`src/sv/nsfc_pkg.sv`:
```
`timescale 1ns / 1ps

package nsfc_pkg;

    // character codes
    localparam logic [7:0] CH_DOLLAR = 8'h24;
    localparam logic [7:0] CH_STAR   = 8'h2a;
    localparam logic [7:0] CH_CR     = 8'h0d;
    localparam logic [7:0] CH_LF     = 8'h0a;
    localparam logic [7:0] CH_NUL    = 8'h00;

    // prefix pattern lengths
    localparam int GGA_LEN = 6;
    localparam int RMC_LEN = 6;
    localparam int HW_LEN  = 8;

    // prefix match flag positions
    localparam int PM_GGA = 0;
    localparam int PM_RMC = 1;
    localparam int PM_HW  = 2;

    localparam int LEN_W = 7;

    // status codes
    localparam logic [1:0] STATUS_OK      = 2'd0;
    localparam logic [1:0] STATUS_BAD     = 2'd1;
    localparam logic [1:0] STATUS_NO_STAR = 2'd2;

    // sentence kind codes
    localparam logic [1:0] KIND_OTHER = 2'd0;
    localparam logic [1:0] KIND_GGA   = 2'd1;
    localparam logic [1:0] KIND_RMC   = 2'd2;
    localparam logic [1:0] KIND_HW    = 2'd3;

    typedef struct packed {
        logic [1:0]       status;
        logic [1:0]       sentence_kind;
        logic [7:0]       computed_sum;
        logic [7:0]       received_sum;
        logic             received_too_long;
        logic [LEN_W-1:0] sentence_length;
        logic [15:0]      restart_total;
    } t_result;

    typedef struct packed {
        logic       ok;
        logic [3:0] value;
    } t_hex;

    // "$GPGGA"
    function automatic logic [7:0] gga_char(input logic [2:0] idx);
        logic [7:0] c;
        unique case (idx)
            3'd0:    c = 8'h24;
            3'd1:    c = 8'h47;
            3'd2:    c = 8'h50;
            3'd3:    c = 8'h47;
            3'd4:    c = 8'h47;
            3'd5:    c = 8'h41;
            default: c = 8'h00;
        endcase
        return c;
    endfunction

    // "$GPRMC"
    function automatic logic [7:0] rmc_char(input logic [2:0] idx);
        logic [7:0] c;
        unique case (idx)
            3'd0:    c = 8'h24;
            3'd1:    c = 8'h47;
            3'd2:    c = 8'h50;
            3'd3:    c = 8'h52;
            3'd4:    c = 8'h4d;
            3'd5:    c = 8'h43;
            default: c = 8'h00;
        endcase
        return c;
    endfunction

    // "$HW Type"
    function automatic logic [7:0] hw_char(input logic [2:0] idx);
        logic [7:0] c;
        unique case (idx)
            3'd0: c = 8'h24;
            3'd1: c = 8'h48;
            3'd2: c = 8'h57;
            3'd3: c = 8'h20;
            3'd4: c = 8'h54;
            3'd5: c = 8'h79;
            3'd6: c = 8'h70;
            3'd7: c = 8'h65;
        endcase
        return c;
    endfunction

    // ascii hex digit decode, both letter cases
    function automatic t_hex hex_digit(input logic [7:0] c);
        t_hex h;
        h.ok    = 1'b0;
        h.value = 4'd0;
        if (c >= 8'h30 && c <= 8'h39) begin
            h.ok    = 1'b1;
            h.value = 4'(c - 8'h30);
        end else if (c >= 8'h41 && c <= 8'h46) begin
            h.ok    = 1'b1;
            h.value = 4'(c - 8'h37);
        end else if (c >= 8'h61 && c <= 8'h66) begin
            h.ok    = 1'b1;
            h.value = 4'(c - 8'h57);
        end
        return h;
    endfunction

endpackage

```
`src/sv/nsfc_byte_if.sv`:
```
`timescale 1ns / 1ps

interface nsfc_byte_if;
    logic       valid;
    logic       ready;
    logic [7:0] rx_byte;

    modport source (output valid, output rx_byte, input ready);
    modport sink (input valid, input rx_byte, output ready);
endinterface

```
`src/sv/nsfc_result_if.sv`:
```
`timescale 1ns / 1ps

interface nsfc_result_if;
    logic        valid;
    logic        ready;
    logic [1:0]  status;
    logic [1:0]  sentence_kind;
    logic [7:0]  computed_sum;
    logic [7:0]  received_sum;
    logic        received_too_long;
    logic [6:0]  sentence_length;
    logic [15:0] restart_total;

    modport source (
        output valid, output status, output sentence_kind, output computed_sum,
        output received_sum, output received_too_long, output sentence_length,
        output restart_total, input ready
    );
    modport sink (
        input valid, input status, input sentence_kind, input computed_sum,
        input received_sum, input received_too_long, input sentence_length,
        input restart_total, output ready
    );
endinterface

```
`src/sv/nsfc_framer.sv`:
```
`timescale 1ns / 1ps

module nsfc_framer #(
    parameter int MAX_SENTENCE = 128
) (
    input  logic                i_clk,
    input  logic                i_rst_n,
    input  logic                i_step,
    input  logic [7:0]          i_byte,
    output logic                o_emit,
    output nsfc_pkg::t_result   o_result
);

    localparam int POS_W = $clog2(MAX_SENTENCE);
    localparam logic [POS_W-1:0] POS_LIMIT = POS_W'(MAX_SENTENCE - 1);

    logic             r_collecting, n_collecting;
    logic [POS_W-1:0] r_position, n_position;
    logic [7:0]       r_running_xor, n_running_xor;
    logic             r_star_seen, n_star_seen;
    logic             r_hex_scanning, n_hex_scanning;
    logic [7:0]       r_hex_value, n_hex_value;
    logic             r_hex_overflow, n_hex_overflow;
    logic             r_text_ended, n_text_ended;
    logic [2:0]       r_prefix_match, n_prefix_match;
    logic [15:0]      r_restart_count, n_restart_count;

    nsfc_pkg::t_hex   hex;
    logic [2:0]       prefix_hit;
    logic [1:0]       status;
    logic [1:0]       kind;

    assign hex = nsfc_pkg::hex_digit(i_byte);

    // prefix compare against the byte at the current position
    always_comb begin
        prefix_hit = r_prefix_match;
        if (r_position < POS_W'(nsfc_pkg::GGA_LEN)
            && i_byte != nsfc_pkg::gga_char(r_position[2:0])) begin
            prefix_hit[nsfc_pkg::PM_GGA] = 1'b0;
        end
        if (r_position < POS_W'(nsfc_pkg::RMC_LEN)
            && i_byte != nsfc_pkg::rmc_char(r_position[2:0])) begin
            prefix_hit[nsfc_pkg::PM_RMC] = 1'b0;
        end
        if (r_position < POS_W'(nsfc_pkg::HW_LEN)
            && i_byte != nsfc_pkg::hw_char(r_position[2:0])) begin
            prefix_hit[nsfc_pkg::PM_HW] = 1'b0;
        end
    end

    // report fields from the held sentence state
    always_comb begin
        if (!r_star_seen) begin
            status = nsfc_pkg::STATUS_NO_STAR;
        end else if (r_hex_overflow || r_hex_value != r_running_xor) begin
            status = nsfc_pkg::STATUS_BAD;
        end else begin
            status = nsfc_pkg::STATUS_OK;
        end

        priority if (r_prefix_match[nsfc_pkg::PM_GGA]
                     && r_position >= POS_W'(nsfc_pkg::GGA_LEN)) begin
            kind = nsfc_pkg::KIND_GGA;
        end else if (r_prefix_match[nsfc_pkg::PM_RMC]
                     && r_position >= POS_W'(nsfc_pkg::RMC_LEN)) begin
            kind = nsfc_pkg::KIND_RMC;
        end else if (r_prefix_match[nsfc_pkg::PM_HW]
                     && r_position >= POS_W'(nsfc_pkg::HW_LEN)) begin
            kind = nsfc_pkg::KIND_HW;
        end else begin
            kind = nsfc_pkg::KIND_OTHER;
        end
    end

    // next state for one byte
    always_comb begin
        n_collecting    = r_collecting;
        n_position      = r_position;
        n_running_xor   = r_running_xor;
        n_star_seen     = r_star_seen;
        n_hex_scanning  = r_hex_scanning;
        n_hex_value     = r_hex_value;
        n_hex_overflow  = r_hex_overflow;
        n_text_ended    = r_text_ended;
        n_prefix_match  = r_prefix_match;
        n_restart_count = r_restart_count;
        o_emit          = 1'b0;

        if (i_step) begin
            if (!r_collecting) begin
                // hunting for the dollar
                if (i_byte == nsfc_pkg::CH_DOLLAR) begin
                    n_collecting   = 1'b1;
                    n_position     = POS_W'(1);
                    n_running_xor  = 8'd0;
                    n_star_seen    = 1'b0;
                    n_hex_scanning = 1'b0;
                    n_hex_value    = 8'd0;
                    n_hex_overflow = 1'b0;
                    n_text_ended   = 1'b0;
                    n_prefix_match = 3'b111;
                end
            end else if (r_position >= POS_LIMIT) begin
                // buffer full, drop sentence
                n_collecting = 1'b0;
            end else if (i_byte == nsfc_pkg::CH_CR) begin
                n_collecting = r_collecting;
            end else if (i_byte != nsfc_pkg::CH_LF) begin
                if (!r_text_ended) begin
                    n_prefix_match = prefix_hit;
                    if (i_byte == nsfc_pkg::CH_NUL) begin
                        n_text_ended   = 1'b1;
                        n_hex_scanning = 1'b0;
                    end else if (!r_star_seen) begin
                        if (i_byte == nsfc_pkg::CH_STAR) begin
                            n_star_seen    = 1'b1;
                            n_hex_scanning = 1'b1;
                        end else begin
                            n_running_xor = r_running_xor ^ i_byte;
                        end
                    end else if (r_hex_scanning) begin
                        if (!hex.ok) begin
                            n_hex_scanning = 1'b0;
                        end else begin
                            n_hex_overflow = r_hex_overflow | (|r_hex_value[7:4]);
                            n_hex_value    = {r_hex_value[3:0], hex.value};
                        end
                    end
                end
                n_position = r_position + POS_W'(1);
            end else begin
                // line feed closes the sentence
                n_collecting = 1'b0;
                o_emit       = 1'b1;
                if (status == nsfc_pkg::STATUS_OK && kind == nsfc_pkg::KIND_HW) begin
                    n_restart_count = r_restart_count + 16'd1;
                end
            end
        end
    end

    always_comb begin
        o_result.status            = status;
        o_result.sentence_kind     = kind;
        o_result.computed_sum      = r_running_xor;
        o_result.received_sum      = r_star_seen ? r_hex_value : 8'd0;
        o_result.received_too_long = r_star_seen & r_hex_overflow;
        o_result.sentence_length   = nsfc_pkg::LEN_W'(r_position);
        o_result.restart_total     = n_restart_count;
    end

    // sentence state
    always_ff @(posedge i_clk) begin
        if (!i_rst_n) begin
            r_collecting    <= 1'b0;
            r_position      <= '0;
            r_running_xor   <= 8'd0;
            r_star_seen     <= 1'b0;
            r_hex_scanning  <= 1'b0;
            r_hex_value     <= 8'd0;
            r_hex_overflow  <= 1'b0;
            r_text_ended    <= 1'b0;
            r_prefix_match  <= 3'b111;
            r_restart_count <= 16'd0;
        end else begin
            r_collecting    <= n_collecting;
            r_position      <= n_position;
            r_running_xor   <= n_running_xor;
            r_star_seen     <= n_star_seen;
            r_hex_scanning  <= n_hex_scanning;
            r_hex_value     <= n_hex_value;
            r_hex_overflow  <= n_hex_overflow;
            r_text_ended    <= n_text_ended;
            r_prefix_match  <= n_prefix_match;
            r_restart_count <= n_restart_count;
        end
    end

endmodule

```
`src/sv/nmea_sentence_framer_checker_unit.sv`:
```
`timescale 1ns / 1ps
// nmea sentence framer and checksum checker, one byte per request
// throughput: one byte per cycle while the result side is not stalled, both sides may stream continuously
// a line feed's result passes through the input register,
// then the result register
// reset: synchronous active low; hunts for a dollar, restart count zero

module nmea_sentence_framer_checker_unit #(
    parameter int MAX_SENTENCE = 128
) (
    input  logic                 i_clk,
    input  logic                 i_rst_n,
    nsfc_byte_if.sink            i_rx,
    nsfc_result_if.source        o_res
);

    logic              r_in_valid;
    logic [7:0]        r_in_byte;
    logic              r_out_valid;
    nsfc_pkg::t_result r_out;

    logic              advance;
    logic              emit;
    nsfc_pkg::t_result result;

    // held byte moves on when the result slot is free or draining
    assign advance    = r_in_valid && (!r_out_valid || o_res.ready);
    assign i_rx.ready = !r_in_valid || advance;

    // input register
    always_ff @(posedge i_clk) begin
        if (!i_rst_n) begin
            r_in_valid <= 1'b0;
        end else if (i_rx.ready) begin
            r_in_valid <= i_rx.valid;
        end
        if (i_rx.ready && i_rx.valid) begin
            r_in_byte <= i_rx.rx_byte;
        end
    end

    nsfc_framer #(
        .MAX_SENTENCE(MAX_SENTENCE)
    ) u_framer (
        .i_clk   (i_clk),
        .i_rst_n (i_rst_n),
        .i_step  (advance),
        .i_byte  (r_in_byte),
        .o_emit  (emit),
        .o_result(result)
    );

    // result register
    always_ff @(posedge i_clk) begin
        if (!i_rst_n) begin
            r_out_valid <= 1'b0;
        end else if (advance && emit) begin
            r_out_valid <= 1'b1;
        end else if (o_res.ready) begin
            r_out_valid <= 1'b0;
        end
        if (advance && emit) begin
            r_out <= result;
        end
    end

    assign o_res.valid             = r_out_valid;
    assign o_res.status            = r_out.status;
    assign o_res.sentence_kind     = r_out.sentence_kind;
    assign o_res.computed_sum      = r_out.computed_sum;
    assign o_res.received_sum      = r_out.received_sum;
    assign o_res.received_too_long = r_out.received_too_long;
    assign o_res.sentence_length   = r_out.sentence_length;
    assign o_res.restart_total     = r_out.restart_total;

`ifndef NO_ASSERTIONS
    // a stalled result keeps the held byte in place
    a_hold_on_stall: assert property (@(posedge i_clk) disable iff (!i_rst_n)
        r_in_valid && r_out_valid && !o_res.ready |=> r_in_valid)
        else $error("held byte lost while result stalled");

    // an accepted request always lands in the input register
    a_accept_lands: assert property (@(posedge i_clk) disable iff (!i_rst_n)
        i_rx.valid && i_rx.ready |=> r_in_valid)
        else $error("accepted byte not held");

    // hex overflow forces a mismatch
    a_overflow_bad: assert property (@(posedge i_clk) disable iff (!i_rst_n)
        o_res.valid && o_res.received_too_long |-> o_res.status == nsfc_pkg::STATUS_BAD)
        else $error("overflow without mismatch status");

    // without a star there is no received checksum
    a_no_star_zero: assert property (@(posedge i_clk) disable iff (!i_rst_n)
        o_res.valid && o_res.status == nsfc_pkg::STATUS_NO_STAR
        |-> o_res.received_sum == 8'd0 && !o_res.received_too_long)
        else $error("received checksum without star");
`endif

endmodule

```
`src/flat_wrapper.sv`:
```
// flat-port wrapper written by rule: the top's interface ports become plain ports
module nmea_sentence_framer_checker_unit_flat 
#(
    parameter int MAX_SENTENCE = 128
)
  (i_clk, i_rst_n, i_rx_valid, i_rx_rx_byte, i_rx_ready, o_res_valid, o_res_status, o_res_sentence_kind, o_res_computed_sum, o_res_received_sum, o_res_received_too_long, o_res_sentence_length, o_res_restart_total, o_res_ready);
  nsfc_byte_if i_rx_i ();
  nsfc_result_if o_res_i ();
  input  logic i_clk;
  input  logic i_rst_n;
  input wire logic [$bits(i_rx_i.valid)-1:0] i_rx_valid;
  input wire logic [$bits(i_rx_i.rx_byte)-1:0] i_rx_rx_byte;
  output wire logic [$bits(i_rx_i.ready)-1:0] i_rx_ready;
  output wire logic [$bits(o_res_i.valid)-1:0] o_res_valid;
  output wire logic [$bits(o_res_i.status)-1:0] o_res_status;
  output wire logic [$bits(o_res_i.sentence_kind)-1:0] o_res_sentence_kind;
  output wire logic [$bits(o_res_i.computed_sum)-1:0] o_res_computed_sum;
  output wire logic [$bits(o_res_i.received_sum)-1:0] o_res_received_sum;
  output wire logic [$bits(o_res_i.received_too_long)-1:0] o_res_received_too_long;
  output wire logic [$bits(o_res_i.sentence_length)-1:0] o_res_sentence_length;
  output wire logic [$bits(o_res_i.restart_total)-1:0] o_res_restart_total;
  input wire logic [$bits(o_res_i.ready)-1:0] o_res_ready;
  assign i_rx_i.valid = i_rx_valid;
  assign i_rx_i.rx_byte = i_rx_rx_byte;
  assign i_rx_ready = i_rx_i.ready;
  assign o_res_valid = o_res_i.valid;
  assign o_res_status = o_res_i.status;
  assign o_res_sentence_kind = o_res_i.sentence_kind;
  assign o_res_computed_sum = o_res_i.computed_sum;
  assign o_res_received_sum = o_res_i.received_sum;
  assign o_res_received_too_long = o_res_i.received_too_long;
  assign o_res_sentence_length = o_res_i.sentence_length;
  assign o_res_restart_total = o_res_i.restart_total;
  assign o_res_i.ready = o_res_ready;
  nmea_sentence_framer_checker_unit #(.MAX_SENTENCE(MAX_SENTENCE)) u_core (.i_clk(i_clk), .i_rst_n(i_rst_n), .i_rx(i_rx_i), .o_res(o_res_i));
endmodule
```
`config.mk`:
```
export PLATFORM = sky130hd
export DESIGN_NAME = nmea_sentence_framer_checker_unit_flat
export DESIGN_NICKNAME = d
export VERILOG_FILES = /design/src/sv/nsfc_pkg.sv /design/src/sv/nsfc_byte_if.sv /design/src/sv/nsfc_result_if.sv /design/src/sv/nsfc_framer.sv /design/src/sv/nmea_sentence_framer_checker_unit.sv /design/src/flat_wrapper.sv
export SDC_FILE = /design/constraint.sdc
export NUM_CORES = 1
export LEC_CHECK = 0
export ABC_CLOCK_PERIOD_IN_PS = 8700
export BUFFER_PORTS_ARGS = -buffer_cell sky130_fd_sc_hd__buf_2
export CAP_MARGIN = 40
export CORE_MARGIN = 3
export CORE_UTILIZATION = 55
export CTS_BUF_LIST = sky130_fd_sc_hd__clkbuf_4
export DETAILED_ROUTE_END_ITERATION = 10
export PLACE_DENSITY = 0.72
export SETUP_SLACK_MARGIN = 0.4
export SLEW_MARGIN = 0
export SYNTH_ARGS = -nofsm -noshare
export SYNTH_HDL_FRONTEND = slang
export SYNTH_SLANG_ARGS = --single-unit
```
`constraint.sdc`:
```
create_clock -name i_clk -period 8.7 [get_ports i_clk]
set_input_delay 0.87 -clock i_clk [delete_from_list [all_inputs] [get_ports i_clk]]
set_output_delay 0.87 -clock i_clk [all_outputs]
set_load 0.05 [all_outputs]
```
# Word-level counts from Yosys, hierarchy flattened
# Memory sizes are Yosys's and may differ from the RTL's. A register that Yosys moved wholly into a read port is not among the register bits.
# Index checks and enable logic that the tools add are counted.
# op_classes
shift	0
magnitude_cmp	11
n_reduce_logical	33
mux	96
bitwise	3
n_div	0
eq_ne	28
mul	0
n_addsub	5
# ops
cell	count
8-bit two-way mux	18
16-bit two-way mux	6
1-bit two-way mux	50
7-bit one-hot mux with 6 select lines	1
7-bit two-way mux	5
7-bit AND reduction	5
7-bit one-hot mux with 4 select lines	1
3-bit two-way mux	8
16-bit by 1-bit adder with 16-bit output, second input constant	1
8-bit by 6-bit == test with 1-bit output, second input constant	2
8-bit by 7-bit greater-or-equal comparator with 1-bit output, second input constant	2
8-bit by 7-bit less-or-equal comparator with 1-bit output, second input constant	2
8-bit by 7-bit != test with 1-bit output	2
8-bit != test	2
5-bit two-way mux	3
2-bit by 1-bit != test with 1-bit output, second input constant	7
1-bit logical AND	13
2-bit != test, second input constant	6
10-bit AND reduction	1
9-bit AND reduction	1
8-bit by 4-bit == test with 1-bit output, second input constant	1
8-bit by 6-bit greater-or-equal comparator with 1-bit output, second input constant	1
8-bit by 6-bit less-or-equal comparator with 1-bit output, second input constant	1
8-bit logical NOT	1
26 further kinds	36
# totals
ff_bits	101
in_bits	12
rom_bits	56
mem_count	1
word_cells	199
latch_bits	0
ramBits	0
# mem_list
memory	depth	width	read_ports	rd_ports_with_merged_regs	wr	line	text
(name not given)	8	7	1	1	0	nsfc_pkg.sv:83	unique case (idx)

# Depth between registers and ports, before layout
# logic_depth
word_depth	14
mapped_depth	12
mapped_depth_nobuf	9

# By module
# A second synthesis with hierarchy kept.
# hier_totals
hier_cells	477
area_unflattened_um2	5121.2
# modules_own_cells
module	cells_each	seq_area_each_um2	instances	area_each_um2
nsfc_framer	412	1081.0	1	3447.1
nmea_sentence_framer_checker_unit	65	1601.5	1	1674.1

# Worst setup path after synthesis
# Ideal clock, no wire load.
# synth_path
path_type	reg2reg
start	register u_core.r_in_byte[0]
end	register u_core.r_out (netlist bit u_core.o_res.restart_total[1]), data pin
setup_ps	140
setup_slack_ps	5609
n_path_buf	3
stages_incl_launch_ff	12
arrival_time_ps	2951
required_ps	8560
cell_sequence	edfxtp_1 -> clkbuf_1 -> inv_1 -> ha_1 -> and3b_1 -> and3_4 -> nand2_4 -> buf_6 -> buf_2 -> inv_1 -> nand4_1 -> nand2_1
# synth_lines
item	line	text
from (decl)	nmea_sentence_framer_checker_unit.sv:18	logic [7:0] r_in_byte;
from (signal assigned)	nmea_sentence_framer_checker_unit.sv:38	r_in_byte <= i_rx.rx_byte;
to (signal assigned)	nmea_sentence_framer_checker_unit.sv:63	r_out <= result;
to (decl)	nmea_sentence_framer_checker_unit.sv:20	nsfc_pkg::t_result r_out;

==> metrics.md <==
| Metric | Value |
|---|---|
| Status | `finished clean` |
| Share of cells above drive strength 1 | `0.174` |
| Post-Layout Cell Count | `about 700` |
| IO Pins | `58` |
| Final min period | `~3400 ps` |
| Vias | `just over 4000` |
| Chip height | `approximately 110 um` |
| Vias/cell | `~5.8` |
| Die area | `11400 sq um` |
| Post-CTS sizing | `0` |
| Vias in the first global route | `3879` |
| Async set or reset register ratio after synthesis | `0` |
| Hold_buf cts | `0` |
| Syn Std Cell Area | `between 5000 and 6000 sq um` |
| Detailed Route Iter0 Violations | `~300` |
| Remaining Overflow, GRT | `0` |
| First-pass GRT wire length | `~19000 um` |
| DIE WIDTH | `~110 um` |
| Worst Path Arrival | `between 3000 and 4000 ps` |
| Max Transition Viols Final | `0` |
| Worst setup path category | `register to register` |
| Final Hold Vio Count | `0` |
| Leakage dissipation | `about 2.2 nW` |
| Synth cell types | `76` |
| Synthesized area per cell | `between 10 and 15 sq um` |
| H-tree levels | `3` |
| CTS max path bufs | `2` |
| Num CTS Buffers | `9` |
| Final period util | `0.392` |
| CP required | `9080 ps` |
| Reg2reg start | `u_core.r_in_byte[0]$_DFFE_PP_` |
| Largest net degree at the start of global routing | `46` |
| Most common cell after layout, fill and taps aside | `buf_2` |
| Most frequent cells in the layout | `buf_2 (57), dfxtp_1 (56), nand2_1 (54), edfxtp_1 (52), mux2i_1 (28)` |
| Antenna violations before repair | `0` |
| Post-DRT Antenna Nets | `0` |
| Crit path largest cell delay | `650 ps` |
| RSZ-0062 raised after global routing | `false` |
| Skew-Pair Late Insertion Delay | `~480 ps` |
| Clock Tree Root | `clkbuf_4` |
| CP startpoint kind | `register` |
| Area growth, synth to finish | `8.32%` |
| CTS tree | `done` |
| Antenna cells | `0` |
| Max_slew headroom | `0.414` |
| Core area | `slightly below 10000 sq um` |
| Post-Route WL | `roughly 12000 um` |
| Cell breakdown of the critical path | `inv_1 -> ha_1 -> nor2b_1 -> and3_1 -> o211a_1 -> mux2i_1 -> nand2_1 -> ha_1 -> or2_2` |
| Crit path launch | `u_core.r_in_byte[0]$_DFFE_PP_` |
| Starting Density | `0.567` |
| Sequential fraction of the synthesis area | `0.482` |
| Syn nets | `556` |
| Post-synth EDFFs | `52` |
| Dpl cells | `roughly 700` |
| # port buffers | `57` |
| Routability congestion estimate | `between 0.8 and 0.9` |
| Final setup fails | `0` |
| DP HPWL | `~8300 um` |
| Worst Max-Slew Pin Slew | `between 800 and 900 ps` |
| Max Fanout on Critical Path | `13` |
| Peak Freq | `around 290 MHz` |
| Clk slew on worst S/H paths | `between 150 and 200 ps` |
| Nets | `about 600` |
| Syn Inst Count | `roughly 530` |
| Most used cell, CP | `ha_1` |
| Ys Warns | `0` |
| HP Start | `u_core.u_framer.r_prefix_match[2]$_SDFFE_PN1P_` |
| GR Util All Layers | `0.211` |
| Post-CTS setup buffer count | `0` |
| Peak VDD IR | `roughly 0.094 mV` |
| Flop and latch count out of synthesis | `about 110` |
| DR pass1 iterations | `4` |
| Drt wl/cell | `around 16 um` |
| Sum Neg Setup Slack | `0 ps` |
| Pwr dens | `approximately 140 nW/um^2` |
| Final setup skew | `11.2 ps` |
| CP max-delay cell | `edfxtp_1` |
| CP endpoint kind | `register` |
| DRC | `0` |
| CTS Sinks | `108` |
| Site Rows | `36` |
| MaxCap Viol Count | `0` |
| Post-synth top flop | `dfxtp_1` |
| HP Class | `register to register` |
sequential cells by signal (all words and copies together), names as in the netlist, 2 cells and up, named ones only:
name	count
u_core.o_res.computed_sum	8
u_core.o_res.received_sum	8
u_core.o_res.restart_total	16
u_core.o_res.sentence_kind	2
u_core.o_res.sentence_length	7
u_core.o_res.status	2
u_core.r_in_byte	8
u_core.u_framer.r_hex_value	8
u_core.u_framer.r_position	7
u_core.u_framer.r_prefix_match	3
u_core.u_framer.r_restart_count	16
u_core.u_framer.r_running_xor	8
final timing paths:
| kind | endpoint | slack, ps | depth (start not counted) |
|---|---|---|---|
| max | register | 5290 | 9 |
| min | u_core.u_framer.r_prefix_match[2]$_SDFFE_PN1P_ | 500 | 1 |
| max reg2reg | register | 5290 | 9 |
| min reg2reg | u_core.u_framer.r_prefix_match[2]$_SDFFE_PN1P_ | 500 | 1 |
power breakdown:
group	switching (mW)	internal, mW	total [mW]
Sequential	0.0120	0.533	0.545
Combinational	0.0216	0.0161	0.0376
Clock	0.177	0.0919	0.269
cell usage after synthesis (12+ instances only):
cell	n	share of area
dfxtp_1	56	0.20
nand2_1	54	0.036
edfxtp_1	52	0.28
mux2i_1	28	0.050
xor2_1	27	0.042
a21oi_1	23	0.021
nand3_1	21	0.019
inv_1	19	0.013
nand2b_1	19	0.021
clkbuf_1	15	0.010
and2_1	14	0.016
ha_1	13	0.029
a211oi_1	12	0.016
nand4_1	12	0.013
nor2_1	12	0.0081
o21ai_0	12	0.011
cell type report:
type	instances	area (sq um)
fill	833	3790
sequential	108	2680
multi-input combinational	369	2640
timing repair buffer	61	319
tap	133	166
clock inverter	7	83.8
inverter	20	75.1
clock buffer	9	67.6
per-layer routing:
metal / part of all wire / track usage / up-vias
met1: 0.47 / 0.283 / 1918
met5: 0 / 0 / -
met4: 0.017 / 0.0813 / 0
met3: 0.040 / 0.0271 / 15
met2: 0.48 / 0.348 / 108
li1: - / - / 2032
logic make-up (layout without fill, tap and decap cells):
kind of cell,after synthesis,after routing,share of synthesized area
compound gates,97,97,0.128
xor+xnor,32,32,0.0503
fa+ha+maj,13,13,0.0292
buf+inv,54,97,0.0447
flops,108,108,0.482
mux,33,33,0.0611
simple gates,194,194,0.205
metrics by stage:
| step | worst slack (ps) | power, mW | hold slack (ps) | util | instance area, sq um |
|---|---|---|---|---|---|
| floorplan | 5610 | 0.583 | 403 | - | 5570 |
| CTS | 5300 | 0.857 | 491 | 0.613 | 6020 |
| finish | 5290 | 0.851 | 497 | 0.614 | 6030 |
| global route | 5070 | 0.883 | 520 | 0.614 | 6030 |
| global placement | 5510 | 0.591 | 457 | 0.597 | 5860 |
| detailed placement | 5360 | 0.592 | 441 | 0.598 | 5870 |
critical path: cells and delay by family, from the launching register on:
kind / cells / cell delay [ps]
compound gates: 1 / 480
fa+ha+maj: 2 / 600
buf+inv: 1 / 230
flops: 1 / 650
mux: 1 / 370
simple gates: 4 / 980
Note: power is estimated with default switching activity, not from simulation.
